===== config.mk =====
export PLATFORM = sky130hd
export DESIGN_NAME = ima_adpcm_block_decoder_flat
export DESIGN_NICKNAME = d
export VERILOG_FILES = /design/src/sv/imadec_pkg.sv /design/src/sv/imadec_item_if.sv /design/src/sv/imadec_result_if.sv /design/src/sv/imadec_dp.sv /design/src/sv/imadec_ctrl.sv /design/src/sv/ima_adpcm_block_decoder.sv /design/src/flat_wrapper.sv
export SDC_FILE = /design/constraint.sdc
export NUM_CORES = 1
export LEC_CHECK = 0
export CORE_ASPECT_RATIO = 0.8
export CORE_UTILIZATION = 40
export CTS_CLUSTER_SIZE = 12
export DETAILED_ROUTE_END_ITERATION = 12
export DONT_BUFFER_PORTS = 1
export GPL_ROUTABILITY_DRIVEN = 0
export PLACE_DENSITY = 0.56
export SYNTH_ARGS = -nofsm -noshare
export SYNTH_HDL_FRONTEND = slang
export SYNTH_HIERARCHICAL = 1
export SYNTH_SLANG_ARGS = --single-unit

===== constraint.sdc =====
create_clock -name clk -period 7.9 [get_ports clk]
set_input_delay 0.395 -clock clk [delete_from_list [all_inputs] [get_ports clk]]
set_output_delay 0.395 -clock clk [all_outputs]
set_load 0.01 [all_outputs]

===== src/sv/imadec_pkg.sv =====
// ============================================================================
// imadec_pkg
// Shared types, constants and tables for the IMA ADPCM block decoder.
// ============================================================================
package imadec_pkg;

  localparam int CHANNELS  = 8;
  localparam int CH_W      = (CHANNELS > 1) ? $clog2(CHANNELS) : 1;
  localparam int NIBBLES   = 8;
  localparam int NIB_W     = $clog2(NIBBLES);
  localparam int MAX_INDEX = 88;

  localparam logic KIND_HEADER = 1'b0;
  localparam logic KIND_DATA   = 1'b1;

  // Commands from the controller to the datapath.
  typedef struct packed {
    logic load_hdr;
    logic load_data;
    logic step;
    logic last;
  } imadec_cmd_t;

  // Status from the datapath to the controller.
  typedef struct packed {
    logic slot_free;
    logic chan_ok;
    logic kind_data;
  } imadec_sts_t;

  function automatic logic [14:0] step_table(input logic [6:0] idx);
    logic [14:0] v;
    case (idx)
      7'd0:  v = 15'd7;     7'd1:  v = 15'd8;     7'd2:  v = 15'd9;
      7'd3:  v = 15'd10;    7'd4:  v = 15'd11;    7'd5:  v = 15'd12;
      7'd6:  v = 15'd13;    7'd7:  v = 15'd14;    7'd8:  v = 15'd16;
      7'd9:  v = 15'd17;    7'd10: v = 15'd19;    7'd11: v = 15'd21;
      7'd12: v = 15'd23;    7'd13: v = 15'd25;    7'd14: v = 15'd28;
      7'd15: v = 15'd31;    7'd16: v = 15'd34;    7'd17: v = 15'd37;
      7'd18: v = 15'd41;    7'd19: v = 15'd45;    7'd20: v = 15'd50;
      7'd21: v = 15'd55;    7'd22: v = 15'd60;    7'd23: v = 15'd66;
      7'd24: v = 15'd73;    7'd25: v = 15'd80;    7'd26: v = 15'd88;
      7'd27: v = 15'd97;    7'd28: v = 15'd107;   7'd29: v = 15'd118;
      7'd30: v = 15'd130;   7'd31: v = 15'd143;   7'd32: v = 15'd157;
      7'd33: v = 15'd173;   7'd34: v = 15'd190;   7'd35: v = 15'd209;
      7'd36: v = 15'd230;   7'd37: v = 15'd253;   7'd38: v = 15'd279;
      7'd39: v = 15'd307;   7'd40: v = 15'd337;   7'd41: v = 15'd371;
      7'd42: v = 15'd408;   7'd43: v = 15'd449;   7'd44: v = 15'd494;
      7'd45: v = 15'd544;   7'd46: v = 15'd598;   7'd47: v = 15'd658;
      7'd48: v = 15'd724;   7'd49: v = 15'd796;   7'd50: v = 15'd876;
      7'd51: v = 15'd963;   7'd52: v = 15'd1060;  7'd53: v = 15'd1166;
      7'd54: v = 15'd1282;  7'd55: v = 15'd1411;  7'd56: v = 15'd1552;
      7'd57: v = 15'd1707;  7'd58: v = 15'd1878;  7'd59: v = 15'd2066;
      7'd60: v = 15'd2272;  7'd61: v = 15'd2499;  7'd62: v = 15'd2749;
      7'd63: v = 15'd3024;  7'd64: v = 15'd3327;  7'd65: v = 15'd3660;
      7'd66: v = 15'd4026;  7'd67: v = 15'd4428;  7'd68: v = 15'd4871;
      7'd69: v = 15'd5358;  7'd70: v = 15'd5894;  7'd71: v = 15'd6484;
      7'd72: v = 15'd7132;  7'd73: v = 15'd7845;  7'd74: v = 15'd8630;
      7'd75: v = 15'd9493;  7'd76: v = 15'd10442; 7'd77: v = 15'd11487;
      7'd78: v = 15'd12635; 7'd79: v = 15'd13899; 7'd80: v = 15'd15289;
      7'd81: v = 15'd16818; 7'd82: v = 15'd18500; 7'd83: v = 15'd20350;
      7'd84: v = 15'd22385; 7'd85: v = 15'd24623; 7'd86: v = 15'd27086;
      7'd87: v = 15'd29794; 7'd88: v = 15'd32767;
      default: v = 15'd32767;
    endcase
    return v;
  endfunction

  function automatic logic signed [7:0] index_adjust(input logic [2:0] mag);
    logic signed [7:0] v;
    case (mag)
      3'd4:    v = 8'sd2;
      3'd5:    v = 8'sd4;
      3'd6:    v = 8'sd6;
      3'd7:    v = 8'sd8;
      default: v = -8'sd1;
    endcase
    return v;
  endfunction

endpackage


===== src/sv/imadec_item_if.sv =====
// ============================================================================
// imadec_item_if
// Input channel of the decoder: one header or data item per transaction.
// ============================================================================
interface imadec_item_if;
  logic               valid;
  logic               ready;
  logic               kind;
  logic [2:0]         channel;
  logic signed [15:0] header_sample;
  logic [7:0]         header_index;
  logic [31:0]        data_word;

  modport source(output valid, kind, channel, header_sample, header_index, data_word,
                 input ready);
  modport sink(input valid, kind, channel, header_sample, header_index, data_word,
               output ready);
endinterface


===== src/sv/imadec_result_if.sv =====
// ============================================================================
// imadec_result_if
// Output channel of the decoder: one PCM sample per transaction.
// ============================================================================
interface imadec_result_if;
  logic               valid;
  logic               ready;
  logic signed [15:0] sample;
  logic [2:0]         out_channel;
  logic               last;

  modport source(output valid, sample, out_channel, last, input ready);
  modport sink(input valid, sample, out_channel, last, output ready);
endinterface


===== src/sv/imadec_dp.sv =====
// ============================================================================
// imadec_dp
// Datapath: per-channel predictor and step index, the nibble decode step and
// the output register.
// ============================================================================
module imadec_dp (
  input  logic                      clk,
  input  logic                      rst,
  input  imadec_pkg::imadec_cmd_t   cmd,
  output imadec_pkg::imadec_sts_t   sts,
  input  logic                      kind,
  input  logic [2:0]                channel,
  input  logic signed [15:0]        header_sample,
  input  logic [7:0]                header_index,
  input  logic [31:0]               data_word,
  output logic                      res_valid,
  input  logic                      res_ready,
  output logic signed [15:0]        sample,
  output logic [2:0]                out_channel,
  output logic                      last
);
  import imadec_pkg::*;

  logic signed [15:0] predictor [CHANNELS];
  logic [6:0]         step_index [CHANNELS];

  logic signed [15:0] cur_s;
  logic [6:0]         cur_idx;
  logic [31:0]        word;
  logic [2:0]         cur_ch;

  logic [CH_W-1:0]    in_chi;
  logic [CH_W-1:0]    cur_chi;
  logic [6:0]         hdr_idx;
  logic [14:0]        step;
  logic [3:0]         code;
  logic [16:0]        diff;
  logic signed [17:0] sum;
  logic signed [15:0] s_next;
  logic signed [7:0]  idx_sum;
  logic [6:0]         idx_next;

  assign in_chi  = CH_W'(channel);
  assign cur_chi = CH_W'(cur_ch);
  assign hdr_idx = (header_index > 8'(MAX_INDEX)) ? 7'(MAX_INDEX) : header_index[6:0];

  assign sts.slot_free = !res_valid || res_ready;
  assign sts.chan_ok   = 32'(channel) < CHANNELS;
  assign sts.kind_data = (kind == KIND_DATA);

  // One nibble decode on the working state.
  assign code = word[3:0];
  assign step = step_table(cur_idx);
  always_comb begin
    diff = {5'd0, step[14:3]};
    if (code[2]) diff = diff + {2'd0, step};
    if (code[1]) diff = diff + {3'd0, step[14:1]};
    if (code[0]) diff = diff + {4'd0, step[14:2]};
    if (code[3]) begin
      sum = {{2{cur_s[15]}}, cur_s} - {1'b0, diff};
      s_next = (sum < -18'sd32768) ? -16'sd32768 : sum[15:0];
    end else begin
      sum = {{2{cur_s[15]}}, cur_s} + {1'b0, diff};
      s_next = (sum > 18'sd32767) ? 16'sd32767 : sum[15:0];
    end
    idx_sum = $signed({1'b0, cur_idx}) + index_adjust(code[2:0]);
    if (idx_sum < 8'sd0) begin
      idx_next = 7'd0;
    end else if (idx_sum > 8'(MAX_INDEX)) begin
      idx_next = 7'(MAX_INDEX);
    end else begin
      idx_next = idx_sum[6:0];
    end
  end

  // Channel state and output valid.
  always_ff @(posedge clk) begin
    if (rst) begin
      for (int i = 0; i < CHANNELS; i++) begin
        predictor[i]  <= '0;
        step_index[i] <= '0;
      end
      res_valid <= 1'b0;
    end else begin
      if (cmd.load_hdr) begin
        predictor[in_chi]  <= header_sample;
        step_index[in_chi] <= hdr_idx;
      end
      if (cmd.step && cmd.last) begin
        predictor[cur_chi]  <= s_next;
        step_index[cur_chi] <= idx_next;
      end
      if (cmd.load_hdr || cmd.step) begin
        res_valid <= 1'b1;
      end else if (res_ready) begin
        res_valid <= 1'b0;
      end
    end
  end

  // Working registers and output payload.
  always_ff @(posedge clk) begin
    if (cmd.load_data) begin
      cur_s   <= predictor[in_chi];
      cur_idx <= step_index[in_chi];
      word    <= data_word;
      cur_ch  <= channel;
    end else if (cmd.step) begin
      cur_s   <= s_next;
      cur_idx <= idx_next;
      word    <= {4'd0, word[31:4]};
    end
    if (cmd.load_hdr) begin
      sample      <= header_sample;
      out_channel <= channel;
      last        <= 1'b1;
    end else if (cmd.step) begin
      sample      <= s_next;
      out_channel <= cur_ch;
      last        <= cmd.last;
    end
  end

endmodule


===== src/sv/imadec_ctrl.sv =====
// ============================================================================
// imadec_ctrl
// Controller: accepts items and sequences the eight nibble steps of a word.
// ============================================================================
module imadec_ctrl (
  input  logic                      clk,
  input  logic                      rst,
  input  logic                      item_valid,
  output logic                      item_ready,
  input  imadec_pkg::imadec_sts_t   sts,
  output imadec_pkg::imadec_cmd_t   cmd
);
  import imadec_pkg::*;

  localparam logic ST_IDLE   = 1'b0;
  localparam logic ST_DECODE = 1'b1;

  logic             state;
  logic             state_next;
  logic [NIB_W-1:0] count;
  logic [NIB_W-1:0] count_next;

  always_comb begin
    cmd        = '0;
    item_ready = 1'b0;
    state_next = state;
    count_next = count;
    case (state)
      ST_IDLE: begin
        item_ready = sts.slot_free;
        if (item_valid && sts.slot_free && sts.chan_ok) begin
          if (sts.kind_data) begin
            cmd.load_data = 1'b1;
            count_next    = '0;
            state_next    = ST_DECODE;
          end else begin
            cmd.load_hdr = 1'b1;
          end
        end
      end
      ST_DECODE: begin
        if (sts.slot_free) begin
          cmd.step = 1'b1;
          cmd.last = (count == NIB_W'(NIBBLES - 1));
          if (cmd.last) begin
            state_next = ST_IDLE;
          end else begin
            count_next = count + 1'b1;
          end
        end
      end
      default: begin
        state_next = ST_IDLE;
      end
    endcase
  end

  always_ff @(posedge clk) begin
    if (rst) begin
      state <= ST_IDLE;
      count <= '0;
    end else begin
      state <= state_next;
      count <= count_next;
    end
  end

endmodule


===== src/sv/ima_adpcm_block_decoder.sv =====
// ============================================================================
// ima_adpcm_block_decoder
// IMA ADPCM decoder for 4-bit codes in WAV block layout, eight channels.
// ============================================================================
// The item channel carries block headers (kind 0) and data words (kind 1),
// each tagged with a channel. A header transaction loads that channel's
// predictor and step index (an index above 88 is held at 88) and returns the
// predictor as one sample with last set. A data transaction carries eight
// 4-bit codes, decoded lowest nibble first, and returns eight samples on the
// result channel, the eighth with last set. Items for a channel number not
// below the channel count are taken and dropped without any result.
// A data word is loaded into working registers and its nibbles are then decoded
// one after another, since each nibble depends on the predictor and index
// left by the one before it and all share one decode unit. A header's sample
// is in the output register right after its item is taken; a data word's
// first sample is registered by the first nibble step after the word loads.
// A single output register holds the newest sample; while the controller is
// idle a new item is taken as long as that register is empty or being emptied
// in the same cycle, so a stalled receiver simply freezes the decode sequence.
// Synchronous reset clears all predictors and step indexes to zero, empties
// the output register and returns the controller to idle.
// ============================================================================
module ima_adpcm_block_decoder (
  input  logic            clk,
  input  logic            rst,
  imadec_item_if.sink     item,
  imadec_result_if.source result
);
  import imadec_pkg::*;

  imadec_cmd_t cmd;
  imadec_sts_t sts;

  // The controller owns the handshake on the item side and the nibble count.
  imadec_ctrl u_ctrl (
    .clk        (clk),
    .rst        (rst),
    .item_valid (item.valid),
    .item_ready (item.ready),
    .sts        (sts),
    .cmd        (cmd)
  );

  // The datapath holds channel state, the decode step and the result register.
  imadec_dp u_dp (
    .clk           (clk),
    .rst           (rst),
    .cmd           (cmd),
    .sts           (sts),
    .kind          (item.kind),
    .channel       (item.channel),
    .header_sample (item.header_sample),
    .header_index  (item.header_index),
    .data_word     (item.data_word),
    .res_valid     (result.valid),
    .res_ready     (result.ready),
    .sample        (result.sample),
    .out_channel   (result.out_channel),
    .last          (result.last)
  );

endmodule

===== src/flat_wrapper.sv =====
// flat-port wrapper written by rule: the top's interface ports become plain ports
module ima_adpcm_block_decoder_flat import imadec_pkg::*;
  (clk, rst, item_valid, item_kind, item_channel, item_header_sample, item_header_index, item_data_word, item_ready, result_valid, result_sample, result_out_channel, result_last, result_ready);
  imadec_item_if item_i ();
  imadec_result_if result_i ();
  input  logic clk;
  input  logic rst;
  input wire logic [$bits(item_i.valid)-1:0] item_valid;
  input wire logic [$bits(item_i.kind)-1:0] item_kind;
  input wire logic [$bits(item_i.channel)-1:0] item_channel;
  input wire logic [$bits(item_i.header_sample)-1:0] item_header_sample;
  input wire logic [$bits(item_i.header_index)-1:0] item_header_index;
  input wire logic [$bits(item_i.data_word)-1:0] item_data_word;
  output wire logic [$bits(item_i.ready)-1:0] item_ready;
  output wire logic [$bits(result_i.valid)-1:0] result_valid;
  output wire logic [$bits(result_i.sample)-1:0] result_sample;
  output wire logic [$bits(result_i.out_channel)-1:0] result_out_channel;
  output wire logic [$bits(result_i.last)-1:0] result_last;
  input wire logic [$bits(result_i.ready)-1:0] result_ready;
  assign item_i.valid = item_valid;
  assign item_i.kind = item_kind;
  assign item_i.channel = item_channel;
  assign item_i.header_sample = item_header_sample;
  assign item_i.header_index = item_header_index;
  assign item_i.data_word = item_data_word;
  assign item_ready = item_i.ready;
  assign result_valid = result_i.valid;
  assign result_sample = result_i.sample;
  assign result_out_channel = result_i.out_channel;
  assign result_last = result_i.last;
  assign result_i.ready = result_ready;
  ima_adpcm_block_decoder u_core (.clk(clk), .rst(rst), .item(item_i), .result(result_i));
endmodule

# Yosys cells after proc, flatten, opt, wreduce, memory -nomap -nowiden
# Memory sizes are Yosys's and may differ from the RTL's. A register that Yosys moved wholly into a read port is not among the register bits.
# Index checks and enable logic that the tools add are counted.
# W data, S select, Z words.
[totals]
mem_bits_ro = 1920
ram_bits = 184
inputBits = 64
memories = 3
reg_bits = 83
[op_classes]
n_addsub = 7
n_mux = 58
n_reduce_logical = 13
eq_ne = 9
n_bitwise = 1
n_lt_le_gt_ge = 5
[memory_table]
columns = ["memory", "words", "width", "rd", "rd_ports_with_merged_regs", "write_ports", "line", "rtl"]
rows = [
  ["(no name shown)", 128, 15, 1, 1, 0, "imadec_pkg.sv:33", "case (idx)"],
  ["u_core.u_dp.predictor", 8, 16, 1, 0, 8, "imadec_dp.sv:24", "logic signed [15:0] predictor [CHANNELS];"],
  ["u_core.u_dp.step_index", 8, 7, 1, 0, 8, "imadec_dp.sv:25", "logic [6:0] step_index [CHANNELS];"],
]
[ops]
columns = ["op", "count"]
rows = [
  ["$mux W16", 8],
  ["$mux W32", 2],
  ["$mux W7", 8],
  ["$mux W17", 3],
  ["$pmux W8 S4", 1],
  ["$reduce_or A16 Y1", 2],
  ["$mux W3", 10],
  ["$mux W1", 20],
  ["$add A18 B17 Y18", 1],
  ["$gt A18 B16 Y1 const B", 1],
  ["$lt A18 B16 Y1 const B", 1],
  ["$sub A18 B17 Y18", 1],
  ["$add A17 B13 Y17", 1],
  ["$add A17 B14 Y17", 1],
  ["$add A12 B15 Y16", 1],
  ["$eq A3 B3 Y1 const B", 5],
  ["$reduce_or A7 Y1", 2],
  ["$add A8 B8 Y8", 1],
  ["$gt A8 B7 Y1 const B", 1],
  ["$gt A8 B8 Y1 const B", 1],
  ["$lt A8 B1 Y1 const B", 1],
  ["$mux W2", 4],
  ["$ne A2 B2 Y1 const B", 4],
  ["$pmux W3 S2", 1],
  ["other kinds (8)", 12],
]

# Depth between registers and ports, before layout
[logic_depth]
word_depth = 12
ltp_mapped = 38
ltp_nobuf = 36

# Modules after synthesis
# The synthesis kept the hierarchy.
[by_module_without_submodules]
columns = ["mod", "area_each_um2", "seq_area_each_um2", "n_inst", "cells_per_inst"]
rows = [
  ["imadec_dp", 19423.6, 8177.8, 1, 1938],
  ["imadec_ctrl", 266.5, 80.1, 1, 27],
]

# Worst setup path after synthesis
# No wires, ideal clock.
[synth_path]
kind = "register -> register"
start = "register, netlist name u_core/u_dp/step[3]"
end = "register u_core.u_dp.sample[2] (data pin)"
path_slack_ns = 0.786
arrival_time_ns = 6.836
stages_incl_launch_ff = 36
period_less_slack_ns = 7.114
path_buffers = 2
cell_sequence = "dfxtp_1 ha_1 inv_1 fa_1 nor2b_1 o21ai_0 a21oi_1 nor2_1 xnor2_1 mux2_2 ha_1 or3_1 o21ai_0 o21bai_1 a21oi_1 xnor2_1 mux2_2 ha_1 or3_1 o21ai_0 a21oi_1 xor2_1 mux2_2 ha_1 buf_2 nor2_1 nand2_1 nor4_1 o211ai_1 a221oi_1 xnor2_1 nand2_1 clkbuf_1 nor3b_1 o21a_1 mux2i_1"
[synth_between]
elab_chain_len = 12
[synth_lines]
columns = ["element", "line", "rtl"]
rows = [
  ["$add A12 B15 Y16", "imadec_dp.sv:56", "if (code[2]) diff = diff + {2'd0, step};"],
  ["$mux W17", "imadec_dp.sv:56", ""],
  ["$add A17 B14 Y17", "imadec_dp.sv:57", "if (code[1]) diff = diff + {3'd0, step[14:1]};"],
  ["$mux W17", "imadec_dp.sv:57", ""],
  ["$add A17 B13 Y17", "imadec_dp.sv:58", "if (code[0]) diff = diff + {4'd0, step[14:2]};"],
  ["$mux W17 *", "imadec_dp.sv:58", ""],
  ["$add A18 B17 Y18 or $sub A18 B17 Y18 (tied branches)", "imadec_dp.sv:63, imadec_dp.sv:60", ""],
  ["$gt A18 B16 Y1 or $lt A18 B16 Y1 (tied branches)", "imadec_dp.sv:64, imadec_dp.sv:61", ""],
  ["$mux W16, on equally long branches", "imadec_dp.sv:64, imadec_dp.sv:61", ""],
  ["$mux W16 *", "imadec_dp.sv:59", "if (code[3]) begin"],
  ["$mux W16 *", "imadec_dp.sv:117", "end else if (cmd.step) begin"],
  ["$mux W16 *", "imadec_dp.sv:113", "if (cmd.load_hdr) begin"],
  ["end signal, assigned", "imadec_dp.sv:114", "sample <= header_sample;"],
  ["end signal, assigned", "imadec_dp.sv:118", "sample <= s_next;"],
  ["end, declared", "imadec_dp.sv:18", "output logic signed [15:0] sample,"],
]
# Every way passes the cells marked *; elsewhere a longest branch is shown, timed or not. The select of a mux whose other input is x is not followed.
# A chain may end at the register's enable or synchronous reset.

==> results.yml <==
global_route:
  grt_pass1_vias: 14883
  antenna_found_initial: 0
  met2_usage_pct: 35.1
  grt.total_usage_pct: 23.0
  grt_use_met3_pct: 5.95
  grt.busiest_layer: "met2"
  grt_pass1_wl_mm: 89.5
  grt_max_degree: 63
  grt_overflow: 0
  grtUsageMet1_pct: 32.2
clock_network:
  cts_tree: "done"
  cts_buffers: 34
  path_clk_slew_ns: 0.06
  clk_latency_ns: 0.55
  htree_levels: 2
  cts_buffer_depth: 3
  cts-root-buf: "clkbuf_16"
  clock-sinks: 282
yosys:
  synthCells: 1965
  synth.yosys.seq_area_share_pct: 41.9
  yosysWarnings: 6
  avgSynthCellArea_sq_um: 10.0
  synth-seq-cells: 282
  synth.net_count: 2130
  syn-cell-area_sq_um: 19700
  synthFlopType: "edfxtp_1"
  synth_edf_count: 261
  async_flop_share_pct: 0
  ys_types: 100
die:
  start_util_pct: 40.6
  pin_count: 86
  die_y_um: 200
  chipWidth_um: 250
  core_area_sq_um: 48500
  die_area_sq_um: 50100
  rows: 72
timing:
  clock_skew_ns: 0.0364
  fin_crit_sh_pct: 95.4
  max_freq_ghz: 0.133
  setup_viol: 0
  finalCriticalPeriod_ns: 7.54
  slew_viol_final: 0
  slew_headroom_pct: 25.7
  setup_tns_ns: 0
  worstMarginPinSlew_ns: 1.11
  hold_viol: 0
detailed_routing:
  via_count: 15664
  ant_nets: 0
  drt_iter0_markers: 1924
  wl_mm: 58.7
  dr.pass1.iters: 5
  vias_per_cell: 6.16
  drcViolationCount: 0
  wl_per_cell_um: 23.1
layout:
  layout_commonest_cell: "edfxtp_1"
  final_cell_mix: "edfxtp_1, nand3_1, nand2_1"
  layout-drive-gt1-share_pct: 15.6
  areaGrowthSynthToFinish_pct: 9.19
  diodes: 0
  nets: 2058
critical_path:
  cp.required_ns: 8.30
  path_max_fanout: 15
  timing.critical_path.mode_cell: "ha_2"
  cp_slowest_cell: "or4_4"
  critPathLaunchType: "flop"
  slowest_delay_ns: 0.61
  crit_arrival_ns: 7.94
  critPathKind: "flop to flop"
  cp-end-kind: "flop"
placement:
  portBuffers: 0
  dp_hpwl_mm: 38.1
hold_path:
  hold_path_class: "input port to flop"
status:
  status: "finished, final reports clean"
run:
  maxCapViolations: 0
==> flip-flops by register name (all words and copies together) (netlist names), 7 cells and up <==
| signal | flops |
|---|---|
| u_core/u_dp/cur_idx | 7 |
| u_core/u_dp/cur_s | 16 |
| u_core/u_dp/predictor | 128 |
| u_core/u_dp/sample | 16 |
| u_core/u_dp/step | 15 |
| u_core/u_dp/step_index | 56 |
| u_core/u_dp/word | 32 |
==> layout make-up <==
class / count / area (sq um)
Sequential cell: 282 / 8260
Clock inverter: 16 / 209
Fill cell: 4551 / 27000
Clock buffer: 42 / 881
Multi-Input combinational cell: 1437 / 10600
Tap cell: 629 / 787
Timing Repair Buffer: 56 / 435
Inverter: 82 / 308
==> worst max-delay path, delay by kind of cell, from the launching register on <==
kind | cells | cell delay, ns
AOI/OAI and AO/OA | 10 | 2.24
xor gates and xnor gates | 3 | 0.36
adders and majority gates | 5 | 1.58
buffers and inverters | 3 | 0.39
DFF | 1 | 0.34
muxes | 2 | 0.56
and+or+nand+nor | 8 | 1.95
==> synthesized netlist by cell type, types with 9 or more instances <==
library cell  number  area (sq um)
dfxtp_1           21           420
and3_1            22           138
mux2i_1           60           601
o21bai_1          10          75.1
mux4_2            46          1040
inv_1             80           300
nor3b_1            9          67.6
o21ai_2           14           123
buf_1             27           101
o21ai_0           88           440
clkbuf_1          91           342
buf_2             26           130
nor2_1           118           443
nor2b_1           15          93.8
o21a_1            17           128
mux2_2            61           687
edfxtp_1         261          7840
a21oi_1           89           445
nand2b_1          14          87.6
nand3_1          161           806
xnor2_1           34           298
a221oi_1          10          87.6
o21ai_1          115           576
nor3_1            37           185
o211ai_1          13          97.6
buf_4             11          82.6
and2_1             9          56.3
xor2_1            11          96.3
ha_1              95          1190
a211oi_1          14           105
or3_1             18           113
nand2_1          125           469
a31oi_1           13          81.3
a21o_1            20           150
o22ai_1           56           350
==> layer usage <==
layer	part of all wire, %	up-vias
li1	-	7315
met1	44	7514
met2	44	754
met3	10	81
met4	2.0	0
met5	0	-
==> cell families after synthesis <==
| group | share of synthesized area, % |
|---|---|
| buffers and inverters | 5.38 |
| AND/OR/NAND/NOR | 14.3 |
| AO/OA/AOI/OAI | 17.9 |
| XOR/XNOR | 2.00 |
| other | 0.0190 |
| adder cells (fa/ha/maj) | 6.65 |
| flip-flops | 41.9 |
| multiplexers | 11.8 |
==> stage by stage <==
stage / instance area (sq um) / setup slack (ns) / std cells / util (%) / hold slack, ns
after floorplan: 19700 / 0.786 / 1965 / - / 0.454
after global placement: 20100 / 0.189 / 2480 / 41.5 / 0.470
after detailed placement: 20100 / 0.0462 / 2480 / 41.5 / 0.472
after CTS: 21300 / 0.00786 / 2542 / 43.9 / 0.0310
after global routing: 21500 / -0.0417 / 2544 / 44.4 / 0.0412
final: 21500 / 0.362 / 2544 / 44.4 / 0.0575
==> path summary, 6_finish.rpt <==
path / start / endpoint / slack, ns / cells past startpoint
worst max-delay path: u_core/u_dp/step[3] / u_core/u_dp/predictor[3][8] / 0.36 / 31
worst min-delay path: item_header_sample[15] / u_core/u_dp/sample[15] / 0.06 / 2
worst max register to register: u_core/u_dp/step[3] / u_core/u_dp/predictor[3][8] / 0.36 / 31
worst min register to register: u_core/u_ctrl/count[1] / u_core/u_ctrl/count[1] / 0.49 / 2
==> timing repair <==
item / CTS / global route
buffers inserted: 0 / 1
gates resized for setup: 0 / 56
hold buffers: 4 / 0
hold endpoints to repair: 8 / 0
setup endpoints to repair: 0 / 160
Power is not shown: default switching activity piles up to over one toggle a cycle in this logic, so the estimate is an artifact.
